<file path="src/design/ptw_pkg.sv">
`timescale 1ns / 1ps
// ----------------------------------------------------------------------------
// ptw_pkg
// Shared types, codes and a helper function for the four-level page table
// walker.
// ----------------------------------------------------------------------------
package ptw_pkg;

  localparam int VA_W      = 48;
  localparam int ENTRY_W   = 64;
  localparam int PADDR_W   = 63;
  localparam int FRAME_W   = 51;
  localparam int IDX_W     = 9;
  localparam int LEVEL_W   = 3;
  localparam int APB_ADDR_W = 4;
  localparam int APB_DATA_W = 64;

  // Action codes carried on the input channel.
  localparam logic ACT_TRANSLATE = 1'b0;
  localparam logic ACT_RESPONSE  = 1'b1;

  // Kind codes carried on the output channel.
  localparam logic KIND_READ_REQ = 1'b0;
  localparam logic KIND_RESULT   = 1'b1;

  // Translation status codes.
  localparam logic [1:0] ST_MAPPED_4K   = 2'd0;
  localparam logic [1:0] ST_MAPPED_2M   = 2'd1;
  localparam logic [1:0] ST_NOT_PRESENT = 2'd2;
  localparam logic [1:0] ST_HUGE_1G     = 2'd3;

  // Walk level codes. Any code with the top bit set is idle.
  localparam logic [LEVEL_W-1:0] LVL_PML4 = 3'd0;
  localparam logic [LEVEL_W-1:0] LVL_PDP  = 3'd1;
  localparam logic [LEVEL_W-1:0] LVL_PD   = 3'd2;
  localparam logic [LEVEL_W-1:0] LVL_PT   = 3'd3;
  localparam logic [LEVEL_W-1:0] LVL_IDLE = 3'd4;

  // Table entry bits.
  localparam int ENTRY_PRESENT_BIT = 0;
  localparam int ENTRY_HUGE_BIT    = 7;
  localparam int ENTRY_FRAME_LSB   = 12;

  // Configuration register byte addresses.
  localparam logic [APB_ADDR_W-1:0] REG_ROOT_FRAME = 4'h0;

  typedef struct packed {
    logic               kind;
    logic [PADDR_W-1:0] read_address;
    logic [1:0]         status;
    logic [FRAME_W-1:0] phys_frame;
    logic [1:0]         fault_level;
  } walk_result_t;

  // Table index of the virtual address for a given level.
  function automatic logic [IDX_W-1:0] entry_index(input logic [VA_W-1:0] va,
                                                   input logic [1:0]      lvl);
    logic [IDX_W-1:0] idx;
    case (lvl)
      2'd0:    idx = va[47:39];
      2'd1:    idx = va[38:30];
      2'd2:    idx = va[29:21];
      default: idx = va[20:12];
    endcase
    return idx;
  endfunction

endpackage

</file>
<file path="src/design/ptw_if.sv">
`timescale 1ns / 1ps
// ----------------------------------------------------------------------------
// ptw_if
// Valid/ready channel interfaces for walker input items and walker results.
// ----------------------------------------------------------------------------
interface ptw_in_if;
  logic                        valid;
  logic                        ready;
  logic                        action;
  logic [ptw_pkg::VA_W-1:0]    virtual_address;
  logic [ptw_pkg::ENTRY_W-1:0] read_data;

  modport source (output valid, action, virtual_address, read_data, input ready);
  modport sink   (input valid, action, virtual_address, read_data, output ready);
endinterface

interface ptw_out_if;
  logic                        valid;
  logic                        ready;
  logic                        kind;
  logic [ptw_pkg::PADDR_W-1:0] read_address;
  logic [1:0]                  status;
  logic [ptw_pkg::FRAME_W-1:0] phys_frame;
  logic [1:0]                  fault_level;

  modport source (output valid, kind, read_address, status, phys_frame, fault_level,
                  input ready);
  modport sink   (input valid, kind, read_address, status, phys_frame, fault_level,
                  output ready);
endinterface

</file>
<file path="src/design/four_level_page_table_walker_top.sv">
`timescale 1ns / 1ps
// ----------------------------------------------------------------------------
// four_level_page_table_walker_top
// Walks x86-64 four-level page tables for 48-bit virtual addresses, issuing
// one entry read request per level and returning a translation result.
// ----------------------------------------------------------------------------
//
// Channel    Direction  Transfer contents
// walk_in    sink       action, virtual_address, read_data
// walk_out   source     kind, read_address, status, phys_frame, fault_level
// APB        slave      root_frame register at byte address 0
//
// Each input item is decoded in the cycle it is transferred and its result
// is written into the output register, or into the skid register while
// that is held, so one item can be taken every clock. The two-entry output
// stage keeps walk_in.ready a registered signal; input stalls only when both
// entries hold results. Reset (rst, synchronous) returns the walker to idle,
// clears root_frame and empties the output stage. Dropped items (translate
// while busy, response while idle) produce no transfer on walk_out.
// ----------------------------------------------------------------------------
module four_level_page_table_walker_top (
  input  logic                              clk,
  input  logic                              rst,
  ptw_in_if.sink                            walk_in,
  ptw_out_if.source                         walk_out,
  input  logic                              psel,
  input  logic                              penable,
  input  logic                              pwrite,
  input  logic [ptw_pkg::APB_ADDR_W-1:0]    paddr,
  input  logic [ptw_pkg::APB_DATA_W-1:0]    pwdata,
  output logic [ptw_pkg::APB_DATA_W-1:0]    prdata,
  output logic                              pready
);
  import ptw_pkg::*;

  logic [FRAME_W-1:0] root_frame;
  logic [LEVEL_W-1:0] walk_level;
  logic [LEVEL_W-1:0] walk_level_next;
  logic [VA_W-1:0]    saved_address;
  logic [VA_W-1:0]    saved_address_next;

  logic               in_fire;
  logic               walk_idle;
  logic               res_valid;
  walk_result_t       res;

  logic               out_valid;
  walk_result_t       out_data;
  logic               skid_valid;
  walk_result_t       skid_data;
  logic               out_take;

  // --------------------------------------------------------------------------
  // Configuration port. Writes complete in the access phase; pready is tied
  // high so there are no wait states.
  // --------------------------------------------------------------------------
  assign pready = 1'b1;

  always_ff @(posedge clk) begin
    if (rst) begin
      root_frame <= '0;
    end else if (psel && penable && pwrite && pready && (paddr == REG_ROOT_FRAME)) begin
      root_frame <= pwdata[FRAME_W-1:0];
    end
  end

  always_comb begin
    prdata = '0;
    if (paddr == REG_ROOT_FRAME) begin
      prdata = {{(APB_DATA_W-FRAME_W){1'b0}}, root_frame};
    end
  end

  // --------------------------------------------------------------------------
  // Walk decode. Codes above the PT level all count as idle.
  // --------------------------------------------------------------------------
  assign walk_in.ready = !skid_valid;
  assign in_fire       = walk_in.valid && walk_in.ready;
  assign walk_idle     = walk_level[LEVEL_W-1];

  always_comb begin
    logic [ENTRY_W-1:0] entry;
    logic [1:0]         lvl;
    logic [1:0]         lvl_plus;
    entry              = walk_in.read_data;
    lvl                = walk_level[1:0];
    lvl_plus           = lvl + 2'd1;
    walk_level_next    = walk_level;
    saved_address_next = saved_address;
    res_valid          = 1'b0;
    res                = '0;

    if (in_fire) begin
      if (walk_in.action == ACT_TRANSLATE) begin
        if (walk_idle) begin
          // Table bases are 4 KB aligned, so base plus index*8 is a concat.
          saved_address_next = walk_in.virtual_address;
          walk_level_next    = LVL_PML4;
          res_valid          = 1'b1;
          res.kind           = KIND_READ_REQ;
          res.read_address   = {root_frame,
                                entry_index(walk_in.virtual_address, 2'd0), 3'b000};
        end
      end else if (!walk_idle) begin
        res_valid       = 1'b1;
        walk_level_next = LVL_IDLE;
        if (!entry[ENTRY_PRESENT_BIT]) begin
          res.kind        = KIND_RESULT;
          res.status      = ST_NOT_PRESENT;
          res.fault_level = lvl;
        end else if (walk_level == LVL_PDP && entry[ENTRY_HUGE_BIT]) begin
          res.kind   = KIND_RESULT;
          res.status = ST_HUGE_1G;
        end else if (walk_level == LVL_PD && entry[ENTRY_HUGE_BIT]) begin
          res.kind       = KIND_RESULT;
          res.status     = ST_MAPPED_2M;
          res.phys_frame = entry[ENTRY_W-2:ENTRY_FRAME_LSB];
        end else if (walk_level == LVL_PT) begin
          res.kind       = KIND_RESULT;
          res.status     = ST_MAPPED_4K;
          res.phys_frame = entry[ENTRY_W-2:ENTRY_FRAME_LSB];
        end else begin
          // Descend one level; the next table base comes from entry bits 62:12.
          walk_level_next  = {1'b0, lvl_plus};
          res.kind         = KIND_READ_REQ;
          res.read_address = {entry[ENTRY_W-2:ENTRY_FRAME_LSB],
                              entry_index(saved_address, lvl_plus), 3'b000};
        end
      end
    end
  end

  always_ff @(posedge clk) begin
    if (rst) begin
      walk_level    <= LVL_IDLE;
      saved_address <= '0;
    end else begin
      walk_level    <= walk_level_next;
      saved_address <= saved_address_next;
    end
  end

  // --------------------------------------------------------------------------
  // Output register with skid entry. A new result can only arrive while the
  // skid entry is empty, since input ready is the inverse of skid_valid.
  // --------------------------------------------------------------------------
  assign out_take = !out_valid || walk_out.ready;

  always_ff @(posedge clk) begin
    if (rst) begin
      out_valid  <= 1'b0;
      skid_valid <= 1'b0;
    end else if (out_take) begin
      if (skid_valid) begin
        out_valid  <= 1'b1;
        skid_valid <= res_valid;
      end else begin
        out_valid  <= res_valid;
      end
    end else if (res_valid) begin
      skid_valid <= 1'b1;
    end
  end

  always_ff @(posedge clk) begin
    if (out_take) begin
      if (skid_valid) begin
        out_data  <= skid_data;
        skid_data <= res;
      end else begin
        out_data  <= res;
      end
    end else if (res_valid) begin
      skid_data <= res;
    end
  end

  assign walk_out.valid        = out_valid;
  assign walk_out.kind         = out_data.kind;
  assign walk_out.read_address = out_data.read_address;
  assign walk_out.status       = out_data.status;
  assign walk_out.phys_frame   = out_data.phys_frame;
  assign walk_out.fault_level  = out_data.fault_level;

`ifndef SYNTHESIS
  a_skid_implies_out: assert property (@(posedge clk) disable iff (rst)
    skid_valid |-> out_valid)
    else $error("skid entry holds a result while the output register is empty");

  a_level_range: assert property (@(posedge clk) disable iff (rst)
    walk_level <= LVL_IDLE)
    else $error("walk level left the legal range");

  a_start_walk: assert property (@(posedge clk) disable iff (rst)
    (in_fire && walk_in.action == ACT_TRANSLATE && walk_idle) |=> walk_level == LVL_PML4)
    else $error("accepted translate did not start a walk at the PML4 level");

  a_result_ends_walk: assert property (@(posedge clk) disable iff (rst)
    (res_valid && res.kind == KIND_RESULT) |=> walk_level == LVL_IDLE)
    else $error("translation result did not return the walker to idle");

  a_no_result_when_dropped: assert property (@(posedge clk) disable iff (rst)
    (in_fire && walk_in.action == ACT_RESPONSE && walk_idle) |-> !res_valid)
    else $error("response while idle produced a result");
`endif

endmodule

</file>
<file path="src/flat_wrapper.sv">
// flat-port wrapper written by rule: the top's interface ports become plain ports
module four_level_page_table_walker_top_flat import ptw_pkg::*;
  (clk, rst, psel, penable, pwrite, paddr, pwdata, prdata, pready, walk_in_valid, walk_in_action, walk_in_virtual_address, walk_in_read_data, walk_in_ready, walk_out_valid, walk_out_kind, walk_out_read_address, walk_out_status, walk_out_phys_frame, walk_out_fault_level, walk_out_ready);
  ptw_in_if walk_in_i ();
  ptw_out_if walk_out_i ();
  input  logic clk;
  input  logic rst;
  input  logic psel;
  input  logic penable;
  input  logic pwrite;
  input  logic [ptw_pkg::APB_ADDR_W-1:0] paddr;
  input  logic [ptw_pkg::APB_DATA_W-1:0] pwdata;
  output logic [ptw_pkg::APB_DATA_W-1:0] prdata;
  output logic pready;
  input wire logic [$bits(walk_in_i.valid)-1:0] walk_in_valid;
  input wire logic [$bits(walk_in_i.action)-1:0] walk_in_action;
  input wire logic [$bits(walk_in_i.virtual_address)-1:0] walk_in_virtual_address;
  input wire logic [$bits(walk_in_i.read_data)-1:0] walk_in_read_data;
  output wire logic [$bits(walk_in_i.ready)-1:0] walk_in_ready;
  output wire logic [$bits(walk_out_i.valid)-1:0] walk_out_valid;
  output wire logic [$bits(walk_out_i.kind)-1:0] walk_out_kind;
  output wire logic [$bits(walk_out_i.read_address)-1:0] walk_out_read_address;
  output wire logic [$bits(walk_out_i.status)-1:0] walk_out_status;
  output wire logic [$bits(walk_out_i.phys_frame)-1:0] walk_out_phys_frame;
  output wire logic [$bits(walk_out_i.fault_level)-1:0] walk_out_fault_level;
  input wire logic [$bits(walk_out_i.ready)-1:0] walk_out_ready;
  assign walk_in_i.valid = walk_in_valid;
  assign walk_in_i.action = walk_in_action;
  assign walk_in_i.virtual_address = walk_in_virtual_address;
  assign walk_in_i.read_data = walk_in_read_data;
  assign walk_in_ready = walk_in_i.ready;
  assign walk_out_valid = walk_out_i.valid;
  assign walk_out_kind = walk_out_i.kind;
  assign walk_out_read_address = walk_out_i.read_address;
  assign walk_out_status = walk_out_i.status;
  assign walk_out_phys_frame = walk_out_i.phys_frame;
  assign walk_out_fault_level = walk_out_i.fault_level;
  assign walk_out_i.ready = walk_out_ready;
  four_level_page_table_walker_top u_core (.clk(clk), .rst(rst), .walk_in(walk_in_i), .walk_out(walk_out_i), .psel(psel), .penable(penable), .pwrite(pwrite), .paddr(paddr), .pwdata(pwdata), .prdata(prdata), .pready(pready));
endmodule
</file>
<file path="config.mk">
export PLATFORM = sky130hd
export DESIGN_NAME = four_level_page_table_walker_top_flat
export DESIGN_NICKNAME = d
export VERILOG_FILES = /design/src/design/ptw_pkg.sv /design/src/design/ptw_if.sv /design/src/design/four_level_page_table_walker_top.sv /design/src/flat_wrapper.sv
export SDC_FILE = /design/constraint.sdc
export NUM_CORES = 1
export LEC_CHECK = 0
export ABC_AREA = 1
export BUFFER_PORTS_ARGS = -buffer_cell sky130_fd_sc_hd__buf_2
export CORE_ASPECT_RATIO = 1.25
export CORE_MARGIN = 4
export CORE_UTILIZATION = 44
export DETAILED_ROUTE_END_ITERATION = 8
export GPL_ROUTABILITY_DRIVEN = 0
export PLACE_DENSITY = 0.81
export SYNTH_ARGS = -nofsm -noshare
export SYNTH_HDL_FRONTEND = slang
export SYNTH_SLANG_ARGS = --single-unit
</file>
<file path="constraint.sdc">
create_clock -name clk -period 15.03 [get_ports clk]
set_input_delay 2.2545 -clock clk [delete_from_list [all_inputs] [get_ports clk]]
set_output_delay 2.2545 -clock clk [all_outputs]
set_load 0.05 [all_outputs]
</file>
Word-level counts from Yosys, hierarchy flattened

Index checks and enable logic that the tools add are counted.

Register bits after elaboration: 342
Latch bits: 0
RAM bits: 0
ROM bits: 0
Input port bits: 188
Output and inout bits: 186
Word-level logic and storage cells: 82
Memories: 0

Add/subtract/negate cells: 1
Multiply operators: 0
Divide/modulo/power cells: 0
Order comparisons: 0
Eq/ne operators: 7
Shifts and indexed selects: 0
Muxes and demuxes: 41
Bitwise logic cells: 1
Reductions and logical operators: 16

Operators by type and width:

| operator                                                                 | number |
|---|---|
| 119-bit 2-to-1 mux                                                       | 6 |
| 63-bit 2-to-1 mux                                                        | 5 |
| 51-bit 2-to-1 mux                                                        | 4 |
| 64-bit 2-to-1 mux                                                        | 1 |
| 55-bit 2-to-1 mux                                                        | 1 |
| 53-bit 2-to-1 mux                                                        | 1 |
| 9-bit case mux with 3 select lines                                       | 1 |
| 3-bit 2-to-1 mux                                                         | 6 |
| 1-bit 2-to-1 mux                                                         | 12 |
| 2-bit 2-to-1 mux                                                         | 4 |
| 3-bit by 2-bit equality test with 1-bit output (second input constant)   | 2 |
| 1-bit logical AND                                                        | 6 |
| 3-bit AND reduction                                                      | 2 |
| 4-bit zero test                                                          | 1 |
| 2-bit nonzero test                                                       | 2 |
| 3-bit by 1-bit equality test with 1-bit output (second input constant)   | 1 |
| 2-bit by 1-bit adder with 2-bit output (second input constant)           | 1 |
| 2-bit by 1-bit equality test with 1-bit output (second input constant)   | 1 |
| 2-bit equality test (second input constant)                              | 1 |
| 1-bit zero test                                                          | 2 |
| 2-bit zero test                                                          | 1 |
| 2-bit by 1-bit inequality test with 1-bit output (second input constant) | 1 |
| 2-bit inequality test (second input constant)                            | 1 |
| 2-bit AND reduction                                                      | 1 |
| 2 further kinds                                                          | 2 |

Depth between registers and ports, before layout

Depth in word-level cells: 12
Gate-level depth with buffers: 10

Least setup slack after synthesis

OpenSTA, ideal clock, no wires.

Path kind: input to register
Start point: input walk_out_ready
End point: register u_core.skid_data[0] (netlist bit) (enable)
Arrival: 12540 ps
Setup slack: 1739 ps
Stages: 3
Cells stage by stage: nor2_1 inv_1 o21ai_0

Word-level cells in the longest chain between the ends: 3
Elaborated cells between the ends (all ways): 4
Those cells by class: eq/ne: 1; reduce/logical: 3

RTL lines:

| what                                                                                                    | RTL line                                | source |
|---|---|---|
| start, declared                                                                                         | flat_wrapper.sv:26                      | `input wire logic [$bits(walk_out_i.ready)-1:0] walk_out_ready;` |
| 1-bit logical OR (*)                                                                                    | four_level_page_table_walker_top.sv:147 | `assign out_take = !out_valid \|\| walk_out.ready;` |
| via u_core.out_take                                                                                     | four_level_page_table_walker_top.sv:51  | `logic out_take;` |
| 2-bit by 1-bit inequality test with 1-bit output (no source line) or 2-bit nonzero test (tied branches) | --                                      |  |
| 2-bit AND reduction (no source line) (*)                                                                | --                                      |  |
| end signal, assigned                                                                                    | four_level_page_table_walker_top.sv:169 | `skid_data <= res;` |
| end signal, assigned                                                                                    | four_level_page_table_walker_top.sv:174 | `skid_data <= res;` |
| end, declared                                                                                           | four_level_page_table_walker_top.sv:50  | `walk_result_t skid_data;` |

Mark *: on every way through the listed nets, which the timed path passes. The rest lies on a longest branch.
A chain may end at the register's enable or synchronous reset.

Worst setup path in the final report

Start point: input paddr[1] (netlist bit)
End point: output prdata[44] (netlist bit)

Word-level cells in the longest chain between the ends: 2

RTL lines:

| what              | RTL line                               | source |
|---|---|---|
| start, declared   | flat_wrapper.sv:11                     | `input logic [ptw_pkg::APB_ADDR_W-1:0] paddr;` |
| 4-bit zero test   | four_level_page_table_walker_top.sv:69 | `if (paddr == REG_ROOT_FRAME) begin` |
| 51-bit 2-to-1 mux | four_level_page_table_walker_top.sv:69 |  |
| end, declared     | flat_wrapper.sv:13                     | `output logic [ptw_pkg::APB_DATA_W-1:0] prdata;` |

Every way passes these cells.

==> metrics <==
status=completed; Power per Cell Area=123 mW/mm^2; RSZ-0062 raised after global routing=false; DRT Pass-1 Iters=5; sequential fraction of the synthesis area=0.626; final net count=1958; share of cells above drive strength 1=0.227; initial cell density of the core=0.450; gr ovfl total=0; Least-Margin Pin Slew=1.27 ns; yosys synthesis warning count=0; DIE AREA=0.0349 mm^2; Syn Area/Cell=9.45 um^2; synth cell count leaders=329 x nand2_1, 232 x edfxtp_1, 179 x o21ai_0; pre-CTS setup slack=8.93 ns; Vias/cell=5.10; Cell Rows=72; DR DRC count=0; leading area contributor after synthesis=edfxtp_1; Gate Count Post-Synth=1489; Slowest-stage cell, CP=nand2_2; netlist area before placement=0.0141 mm^2; placed cells=2135; CP max stage delay=0.59 ns; CP Launch Type=input pin; Hold WC Path Type=register to register; chip width=168 um; Buf/Inv on CP=2; critical-path cell list=buf_2 -> nor2_1 -> nand2_2 -> nor2_1 -> buf_2; hold bufs inserted after CTS=0; top cells by area, synth=edfxtp_1 50%, dfxtp_1 13%, nand2_1 8.8%; post-synth cell types=29; area of the multi-input gates=0.00411 mm^2; Iter 0 DRT Violations=902; setup violators final=0; gr usage total=0.207; Sinks on Clock Net=324; routed vias=11200; Die Ht=208 um; aggregate routed wire length=37900 um; highest clock rate=0.166 GHz; cts repair resizes=0; setup TNS=0 ns; CTS buffer count=35; HPWL after DPL=25200 um; IO Pins=374; core area=0.0313 mm^2; top-count cell post-synth=nand2_1; # fillers=2756; Area Growth Syn to Fin=20.0%; Slew HR=0.153; Max Slew Vio Count=0; Port-buffer cells=320; kind of critical path=input pin to output port; first-pass GRT wire length=58200 um; Clock Path Buffers=3; fin cells=2201; total power=2070 uW; fraction of registers with async set/reset=0; vias in the first global route=10900; Post-CTS Repair Setup Buffers=0; Detail Route Antenna Nets=0; area taken by flip-flops and latches=0.00881 mm^2; Crit path max-delay family=simple AND/OR/NAND/NOR gates; Final Hold Viols=0; drt wl/cell=17.2 um; Root Buffer=clkbuf_16; clk_lat worst skew=0.52 ns; crit-path max FO=51; #FFs+latches synth=324; clk_skew=0.0125 ns; MaxCap Viol Count=0; Worst VDD drop=0.0813 mV; static leakage=0.00767 uW; min cycle time layout=6.04 ns; CTS tree=built; number of synthesized flops with an enable pin=232; period utilization=0.402; WP data arrival=3.78 ns; CTS clk-pin slew, worst paths=0.06 ns; largest net degree at the start of global routing=79; Worst Slack Setup Final=8.99 ns; Synth top area share=0.495; initial antenna violation count=4; Worst Path Required=12.78 ns; dominant synthesized flop cell=edfxtp_1; Crit. End Element=output port; H-tree levels=2
final cells by class:
type	count	share of cell area
antenna	2	0.000297
clock buffer	50	0.0583
tap	407	0.0302
sequential	324	0.522
inverter	179	0.0400
clock inverter	14	0.00482
timing repair buffer	333	0.101
multi-input combinational	892	0.243
kinds of logic after synthesis:
kind of cell               count (synthesis)  synth area share
AOI/OAI and AO/OA                        321             0.130
adders and majority gates                  5           0.00445
buffers and inverters                    288            0.0874
DFF                                      324             0.626
other                                      2          0.000534
and+or+nand+nor                          549             0.152
routing by layer:
metal | up-vias | track usage | wire [um]
li1 | 5403 | - | -
met1 | 5232 | 0.260 | 15000
met2 | 492 | 0.358 | 18800
met3 | 84 | 0.0366 | 2740
met4 | 4 | 0.0787 | 1330
met5 | - | 0 | 22
flip-flops by register name, indices dropped and copies added, names as in the netlist:
signal	count
u_core.skid_data	116
u_core.walk_out.read_address	60
u_core.root_frame	51
u_core.walk_out.phys_frame	51
u_core.saved_address	36
u_core.walk_level	3
u_core.walk_out.fault_level	2
u_core.walk_out.status	2
u_core.skid_valid	1
u_core.walk_out.kind	1
u_core.walk_out.valid	1
worst paths after layout:
path / end / cells past startpoint / slack [ns] / from
hold reg to reg: u_core.root_frame[49] / 2 / 0.48 / u_core.root_frame[49]
setup reg to reg: u_core.saved_address[25] / 6 / 11.39 / u_core.skid_valid
hold / removal: u_core.root_frame[49] / 2 / 0.48 / u_core.root_frame[49]
setup / recovery: prdata[44] / 5 / 8.99 / paddr[1]
metrics by stage:
step	area, um^2	utilization	hold slack (ns)
3_3_place_gp	15800	0.505	0.464
6_report	16900	0.540	0.482
4_1_cts	16900	0.540	0.479
2_1_floorplan	14100	-	0.449
3_5_place_dp	15800	0.505	0.471
5_1_grt	16900	0.540	0.491
worst min-delay path, stage by stage, from the launching register on:
cell and delay [ns]:
dfxtp_1 0.29, inv_1 0.07, a21oi_1 0.07
where the power goes:
| group | internal, uW | leakage, uW | switching [uW] |
|---|---|---|---|
| sequential | 1000 | 0.00313 | 16.0 |
| clock | 459 | 0.000518 | 346 |
| combinational | 53.8 | 0.00402 | 195 |
| total | 1520 | 0.00767 | 558 |
layout by cell type, fill, tap and decap left out, drive strengths merged, types with 2 or more instances in the layout:
| cell type | Yosys | final |
|---|---|---|
| buf | 55 | 333 |
| nand2 | 331 | 331 |
| edfxtp | 232 | 232 |
| o21ai | 182 | 182 |
| inv | 177 | 181 |
| nor2 | 180 | 180 |
| dfxtp | 92 | 92 |
| o21bai | 59 | 59 |
| a21oi | 56 | 56 |
| clkbuf | 54 | 50 |
| nor3 | 23 | 23 |
| o31ai | 23 | 23 |
| conb | 2 | 17 |
| clkinv | 2 | 11 |
| or2 | 9 | 9 |
| ha | 5 | 5 |
| nand3 | 3 | 3 |
| diode | 0 | 2 |
| nand4 | 2 | 2 |
Note: power is estimated with default switching activity, not from simulation.
